==> src/hdl/rrm_pkg.sv <==
// ----------------------------------------------------------------------------
// rrm_pkg
// Types, codes and helpers shared by the reflection reference match unit.
// ----------------------------------------------------------------------------
`default_nettype none
package rrm_pkg;

	localparam int unsigned RES_W   = 24;
	localparam int unsigned CNT_W   = 21;
	localparam int unsigned PHASE_W = 12;
	localparam int unsigned N_W     = 16;

	localparam logic [RES_W-1:0] RES_SAT   = '1;
	localparam logic [CNT_W-1:0] COUNT_SAT = '1;
	localparam logic [PHASE_W-1:0] PHASE_FULL = 12'd3600;
	localparam logic [PHASE_W:0]   PHASE_TWO  = 13'd7200;

	typedef enum logic [1:0] {
		MODE_LOAD  = 2'd0,
		MODE_QUERY = 2'd1,
		MODE_CLEAR = 2'd2,
		MODE_NONE  = 2'd3
	} mode_t;

	typedef enum logic [2:0] {
		ST_LOADED  = 3'd0,
		ST_FULL    = 3'd1,
		ST_MATCHED = 3'd2,
		ST_NOMATCH = 3'd3,
		ST_OUTSIDE = 3'd4,
		ST_CLEARED = 3'd5
	} status_t;

	typedef enum logic [2:0] {
		REG_CELL    = 3'd0,
		REG_AMP_FLR = 3'd1,
		REG_IQ_MAX  = 3'd2,
		REG_RES_MIN = 3'd3,
		REG_RES_MAX = 3'd4,
		REG_FRIEDEL = 3'd5
	} reg_idx_t;

	typedef enum logic [1:0] {
		FSM_IDLE,
		FSM_RES,
		FSM_SCAN,
		FSM_DONE
	} fsm_t;

	typedef struct packed {
		logic signed [8:0]  h;
		logic signed [8:0]  k;
		logic signed [31:0] amp;
		logic [PHASE_W-1:0] phase;
		logic [3:0]         quality;
	} entry_t;

	typedef struct packed {
		logic           start;
		logic [N_W-1:0] n;
	} res_req_t;

	typedef struct packed {
		logic             busy;
		logic             done;
		logic [RES_W-1:0] value;
	} res_rsp_t;

	function automatic logic [PHASE_W-1:0] neg_phase(input logic [PHASE_W-1:0] ph);
		logic [PHASE_W:0] t;
		t = '0;
		if (ph == '0)
			t = '0;
		else if (ph <= PHASE_FULL)
			t = {1'b0, PHASE_FULL} - {1'b0, ph};
		else
			t = PHASE_TWO - {1'b0, ph};
		return t[PHASE_W-1:0];
	endfunction

endpackage
`default_nettype wire

==> src/hdl/rrm_res_unit.sv <==
// ----------------------------------------------------------------------------
// rrm_res_unit
// Resolution floor(cell / sqrt(n)), one result bit per cycle.
// ----------------------------------------------------------------------------
`default_nettype none
module rrm_res_unit (
	input  wire logic                        clk,
	input  wire logic                        arst_n,
	input  wire logic [rrm_pkg::RES_W-1:0]   cell_len,
	input  wire rrm_pkg::res_req_t           req,
	output rrm_pkg::res_rsp_t                rsp
);
	import rrm_pkg::*;

	logic             busy_q, done_q;
	logic [4:0]       b_q;
	logic [RES_W-1:0] r_q;
	logic [63:0]      p_q;
	logic [39:0]      qq_q;
	logic [47:0]      c2_q;
	logic [N_W-1:0]   n_q;
	logic [65:0]      trial;
	logic             fits;

	always_comb begin
		trial = {2'b00, p_q} + ({26'd0, qq_q} << ({1'b0, b_q} + 6'd1))
			+ ({50'd0, n_q} << ({1'b0, b_q} << 1));
		fits  = trial <= {18'd0, c2_q};
	end

	always_ff @(posedge clk or negedge arst_n) begin
		if (!arst_n) begin
			busy_q <= 1'b0;
			done_q <= 1'b0;
		end else begin
			done_q <= 1'b0;
			if (req.start) begin
				busy_q <= req.n != '0;
				done_q <= req.n == '0;
			end else if (busy_q && b_q == 5'd0) begin
				busy_q <= 1'b0;
				done_q <= 1'b1;
			end
		end
	end

	always_ff @(posedge clk) begin
		if (req.start) begin
			c2_q <= cell_len * cell_len;
			n_q  <= req.n;
			b_q  <= 5'(RES_W - 1);
			p_q  <= '0;
			qq_q <= '0;
			r_q  <= (req.n == '0) ? RES_SAT : '0;
		end else if (busy_q) begin
			b_q <= b_q - 5'd1;
			if (fits) begin
				p_q  <= trial[63:0];
				qq_q <= qq_q + ({24'd0, n_q} << b_q);
				r_q  <= r_q | (RES_W'(1) << b_q);
			end
		end
	end

	assign rsp = '{busy: busy_q, done: done_q, value: r_q};

	a_done_after_work: assert property (@(posedge clk) disable iff (!arst_n)
		done_q |-> $past(busy_q) || $past(req.start))
		else $error("resolution done without work");
	a_no_start_busy: assert property (@(posedge clk) disable iff (!arst_n)
		req.start |-> !busy_q)
		else $error("resolution started while busy");
	a_done_ends_busy: assert property (@(posedge clk) disable iff (!arst_n)
		done_q |-> !busy_q)
		else $error("resolution done while busy");
endmodule
`default_nettype wire

==> config.mk <==
export PLATFORM = sky130hd
export DESIGN_NAME = rrm_res_unit
export DESIGN_NICKNAME = d
export VERILOG_FILES = /design/src/hdl/rrm_pkg.sv /design/src/hdl/rrm_res_unit.sv
export SDC_FILE = /design/constraint.sdc
export NUM_CORES = 2
export LEC_CHECK = 0
export ABC_AREA = 1
export BUFFER_PORTS_ARGS = -buffer_cell sky130_fd_sc_hd__buf_2
export CAP_MARGIN = 5
export CORE_MARGIN = 10
export CORE_UTILIZATION = 56
export CTS_BUF_LIST = sky130_fd_sc_hd__clkbuf_16
export DETAILED_ROUTE_END_ITERATION = 8
export GPL_ROUTABILITY_DRIVEN = 0
export PLACE_DENSITY = 0.72
export SYNTH_ARGS = -nofsm -noshare
export SYNTH_HDL_FRONTEND = slang
export SYNTH_SLANG_ARGS = --single-unit
==> constraint.sdc <==
create_clock -name clk -period 7.5 [get_ports clk]
set_input_delay 0.75 -clock clk [delete_from_list [all_inputs] [get_ports clk]]
set_output_delay 0.75 -clock clk [all_outputs]
set_load 0.02 [all_outputs]
# Yosys cells after proc, flatten, opt, wreduce, memory -nomap -nowiden

Index checks and enable logic that the tools add are counted.

Flip-flop bits (word level): 199
Input bits: 43
Output and inout port bits: 26
Logic and storage cells: 37

Add/sub/neg operators: 5
Multiply operators: 1
Magnitude comparators: 1
Shift operators: 4
Muxes and demuxes: 8
Bitwise logic cells: 1
Reductions and logical operators: 9

Operators by type and width:

| cell                 | number |
|---|---|
| $mux 24              | 4 |
| $add 64x66->66       | 1 |
| $add 66x66->66       | 1 |
| $le 66x48->1         | 1 |
| $shl 16x6->66        | 1 |
| $shl 40x6->66        | 1 |
| $mul 24x24->48       | 1 |
| $add 40x40->40       | 1 |
| $shl 16x5->40        | 1 |
| $or 24x24->24        | 1 |
| $shl 1x5->24 const A | 1 |
| $logic_not 16->1     | 1 |
| $reduce_bool 16->1   | 1 |
| $add 5x1->6 const B  | 1 |
| $reduce_bool 2->1    | 3 |
| $logic_not 5->1      | 1 |
| $sub 5x1->5 const B  | 1 |
| $mux 1               | 4 |
| $reduce_and 2->1     | 2 |
| $logic_and 1x1->1    | 1 |

# Depth between registers and ports, before layout

Word-level depth: 8
Mapped depth: 54

# Worst setup path before layout

No wires, ideal clock.

Kind: input to register
Start point: input port cell_len[12] (netlist name)
End point: register c2_q[44], data pin
Arrival: 6595 ps
Slack: 646 ps
Stages on the path: 30
Buffers on the path: 2
Cell sequence: clkbuf_1 clkbuf_1 nand2_1 fa_1 inv_1 ha_1 a21o_1 fa_1 inv_1 fa_1 inv_1 fa_1 inv_1 fa_1 inv_1 fa_1 ha_1 a21oi_1 inv_1 a21oi_1 o21ai_0 a31oi_1 o21ai_0 nand2_1 nand2_1 nand2_1 nand2_1 nand3_1 nand2_1 xor2_1

Cells in the longest elaborated chain, start to end: 1

Ends and longest elaborated chain:

| item                 | line               | text |
|---|---|---|
| from (decl)          | rrm_res_unit.sv:9  | `input wire logic [rrm_pkg::RES_W-1:0] cell_len,` |
| $mul 24x24->48       | rrm_res_unit.sv:49 | `c2_q <= cell_len * cell_len;` |
| to (signal assigned) | rrm_res_unit.sv:49 |  |
| to (decl)            | rrm_res_unit.sv:20 | `logic [47:0] c2_q;` |

Every way passes these cells.
A chain may end at the register's enable or synchronous reset.

# Final worst setup path

Start point: register b_q[1]
End point: register qq_q[4]

Cells in the longest elaborated chain, start to end: 6
Elaborated cells on any way between the ends: 9

Ends and longest elaborated chain:

| item                         | line               | text |
|---|---|---|
| from (decl)                  | rrm_res_unit.sv:16 | `logic [4:0] b_q;` |
| from (signal assigned)       | rrm_res_unit.sv:51 | `b_q <= 5'(RES_W - 1);` |
| from (signal assigned)       | rrm_res_unit.sv:56 | `b_q <= b_q - 5'd1;` |
| $add 5x1->6                  | rrm_res_unit.sv:26 | `trial = {2'b00, p_q} + ({26'd0, qq_q} << ({1'b0, b_q} + 6'd1))` |
| $shl 40x6->66                | rrm_res_unit.sv:26 |  |
| $add 64x66->66               | rrm_res_unit.sv:26 |  |
| $add 66x66->66 *             | rrm_res_unit.sv:27 | `+ ({50'd0, n_q} << ({1'b0, b_q} << 1));` |
| via trial[38]                | rrm_res_unit.sv:22 | `logic [65:0] trial;` |
| $le 66x48->1 *               | rrm_res_unit.sv:28 | `fits = trial <= {18'd0, c2_q};` |
| $reduce_and 2->1 (no line) * | n/a                |  |
| to (signal assigned)         | rrm_res_unit.sv:59 | `qq_q <= qq_q + ({24'd0, n_q} << b_q);` |
| to (decl)                    | rrm_res_unit.sv:19 | `logic [39:0] qq_q;` |

Mark *: on every way through the listed nets, which the timed path passes. The rest lies on a longest branch.

==> results.md <==
| Metric | Value | Unit |
|---|---|---|
| Fraction of met3 tracks used by global routing | 0.03746 | - |
| Critical-path cell with the highest stage delay | xnor2_1 | - |
| Wire length of the first global-routing pass | 190,700 | um |
| Grt peak-use layer | met2 | - |
| Max Cap Violations | 0 | - |
| Number of distinct library cells after synthesis | 59 | - |
| Clock tree from TritonCTS | done | - |
| First-pass DRT Iterations | 7 | - |
| Wire per inst | 17.95 | um |
| Post-synthesis sequential area ratio | 0.1233 | - |
| Post-detail-place hpwl | 100,300 | um |
| Overall die height | 284.9 | um |
| Largest driver fanout on the critical path | 37 | - |
| Worst reg2reg path startpoint | b_q[1] | - |
| Number of warning messages in the yosys log | 0 | - |
| Remaining antenna violation count after routing | 0 | - |
| Floorplan die width | 284.9 | um |
| Aggregate negative setup slack | 0 | ns |
| Standard-cell rows | 97 | - |
| Post-route fraction of the period consumed by the critical path | 0.9639 | - |
| Met2 GRT Util | 0.4829 | - |
| Starting utilization of the core area | 0.5630 | - |
| Setup CP Type | flip-flop to flip-flop | - |
| Total number of vias | 36,740 | - |
| Highest-count cells in the layout ignoring fill and taps | 1,459 x nand2_1, 1,234 x inv_1, 488 x fa_1 | - |
| Flip-flop and latch count after synthesis | 198 | - |
| CTS clock-pin slew for the worst setup and hold paths | 0.08 | ns |
| Clock Skew | 0.02058 | ns |
| Utilization after layout | 0.6030 | - |
| Most common cell after layout, fill and taps aside | nand2_1 | - |
| Proportion of layout cells with a drive suffix above 1 | 0.07137 | - |
| Launching element type of the critical path | flip-flop | - |
| Pre-CTS WS | -0.1138 | ns |
| Min Clock Period, post-route | 7.230 | ns |
| Number of clock sinks | 198 | - |
| Mapped Cells | 5,647 | - |
| Worst rel slew slack | 0.3800 | - |
| Ports | 69 | - |
| Total Routing Usage GR | 0.2926 | - |
| Number of antenna violations at the first check in global routing | 0 | - |
| F_max | 138.3 | MHz |
| H-tree lvl count | 4 | - |
| Post-Route WL | 119,700 | um |
| Via count of the first global-routing pass | 36,320 | - |
| Start point of the critical path | b_q[1] | - |
| Input/output buffers | 68 | - |
| Average cell area after synthesis | 6.957 | um^2 |
| Post-Syn Area | 39,290 | um^2 |
| Transition time of the tightest slew-check pin | 0.9266 | ns |
| Overflow left after global routing | 0 | - |
| Number of nets in the finished design | 6,585 | - |
| Total die area | 81,150 | um^2 |
| Hold Violations, Final | 0 | - |
| Buffers from clock root to sink, at most | 2 | - |
| Data required time at the worst endpoint | 7.92 | ns |
| Worst Hold Class | input port to async pin | - |
| Growth of design area from synthesis to finish | 7.108 | % |
| Clock latency reported for the late side of the worst-skew pair | 0.50 | ns |
| Maximum number of pins on one net before global-route repair | 75 | - |
| Detail-routed via count per cell | 5.507 | - |
| Library cell used as clock root buffer | clkbuf_16 | - |
| Library cell appearing most often on the critical path | nand2_1 | - |
| Core area | 69,790 | um^2 |
| Critical path endpoint category | flip-flop | - |
| Setup WS post-layout | 0.2705 | ns |
| Data arrival time at the worst-slack endpoint | 7.65 | ns |
| Inserted Clock Buffers | 17 | - |
| Syn Nets | 6,514 | - |
| Count of endpoints failing setup in the final report | 0 | - |
| Global Route met1 Usage | 0.3681 | - |
| Status | finished clean | - |
| DRC violations left | 0 | - |
| Biggest cell delay along the critical path | 0.52 | ns |
| Initial DRC Count | 3,786 | - |
| Final max-slew violation count | 0 | - |
[cell families after synthesis]
kind of cell               synth area share
buffers and inverters                0.1432
xor gates and xnor gates            0.02949
and+or+nand+nor                      0.2375
adders and majority gates            0.3557
DFF                                  0.1233
AOI/OAI and AO/OA                    0.1070
muxes                              0.003822
[worst max-delay path, delay by kind of cell, from the launching register on]
family,cells,cell delay (ns)
simple gates,18,2.04
buf+inv,9,1.43
fa+ha+maj,4,1.40
compound gates,7,1.29
xor+xnor,1,0.52
flops,1,0.40
[metrics by stage]
step,hold WS [ns],cell area (um^2),cells
floorplan,0.4343,39290,5647
global placement,0.4536,41320,6636
detailed placement,0.4565,41320,6636
CTS,0.02555,41930,6668
global route,0.03414,42080,6671
finish,0.03494,42080,6672
[path summary, 6_finish.rpt]
check / to / slack, ns / depth (start not counted)
max reg2reg: qq_q[4] / 0.27 / 39
max in group asynchronous: done_q / 7.37 / 1
min reg2reg: p_q[32] / 0.47 / 2
max: qq_q[4] / 0.27 / 39
min: busy_q / 0.03 / 1
min in group clk: n_q[6] / 0.45 / 1
[routing by layer]
metal,part of all wire,wire length (um),vias up
li1,-,-,17520
met3,0.084,10030,389
met2,0.46,54560,1723
met5,0,0,-
met4,0.063,7587,0
met1,0.40,47560,17110
[registers in the layout (all words and copies together) (netlist names)]
name and cells:
p_q 64, c2_q 47, qq_q 40, r_q 24
n_q 16, b_q 5, busy_q 1, done_q 1
[repair_timing]
item,in CTS,in global routing
pin swaps,0,2
cloned,0,1
hold buffers,0,0
buffers inserted,0,2
setup endpoints to repair,2,129
resized for setup,1,41
[final cells by class]
class | count | area [um^2]
Multi-Input combinational cell | 3999 | 28900
Inverter | 1261 | 4736
Clock buffer | 17 | 425.4
Tap cell | 940 | 1176
Sequential cell | 198 | 4847
Antenna cell | 1 | 2.502
Clock inverter | 15 | 182.7
Timing Repair Buffer | 241 | 1810
Fill cell | 6567 | 27710
[cell usage after synthesis, drive strengths merged]
cell type / n / area [um^2]
a21o: 10 / 75.07
nand2: 1474 / 5573
a21oi: 333 / 1719
dfxtp: 109 / 2182
o21bai: 19 / 142.6
edfxtp: 87 / 2613
and3: 7 / 43.79
nand3: 278 / 1481
and2: 2 / 12.51
o211ai: 5 / 37.54
a31oi: 57 / 356.6
a21boi: 2 / 15.01
a211oi: 7 / 52.55
xnor2: 46 / 402.9
xor2: 82 / 755.7
mux2i: 15 / 150.1
buf: 63 / 421.7
o21a: 10 / 75.07
a31o: 2 / 17.52
clkbuf: 126 / 473.0
nor3: 45 / 256.5
or2: 20 / 125.1
dfrtp: 2 / 50.05
clkinv: 1 / 3.750
o32ai: 2 / 17.52
o221ai: 12 / 105.1
a32oi: 1 / 8.760
a22oi: 6 / 45.04
nand3b: 4 / 30.03
nor4: 13 / 87.58
o22ai: 27 / 168.9
nor2: 408 / 1582
fa: 488 / 9769
a22o: 1 / 8.760
inv: 1260 / 4730
ha: 336 / 4204
a221oi: 4 / 35.03
o31ai: 5 / 42.54
o21ai: 256 / 1281
nand4: 22 / 137.6
Power is left out: the tool's default activity adds up to more than one toggle a clock period on the data nets, which glitch-free logic cannot reach.
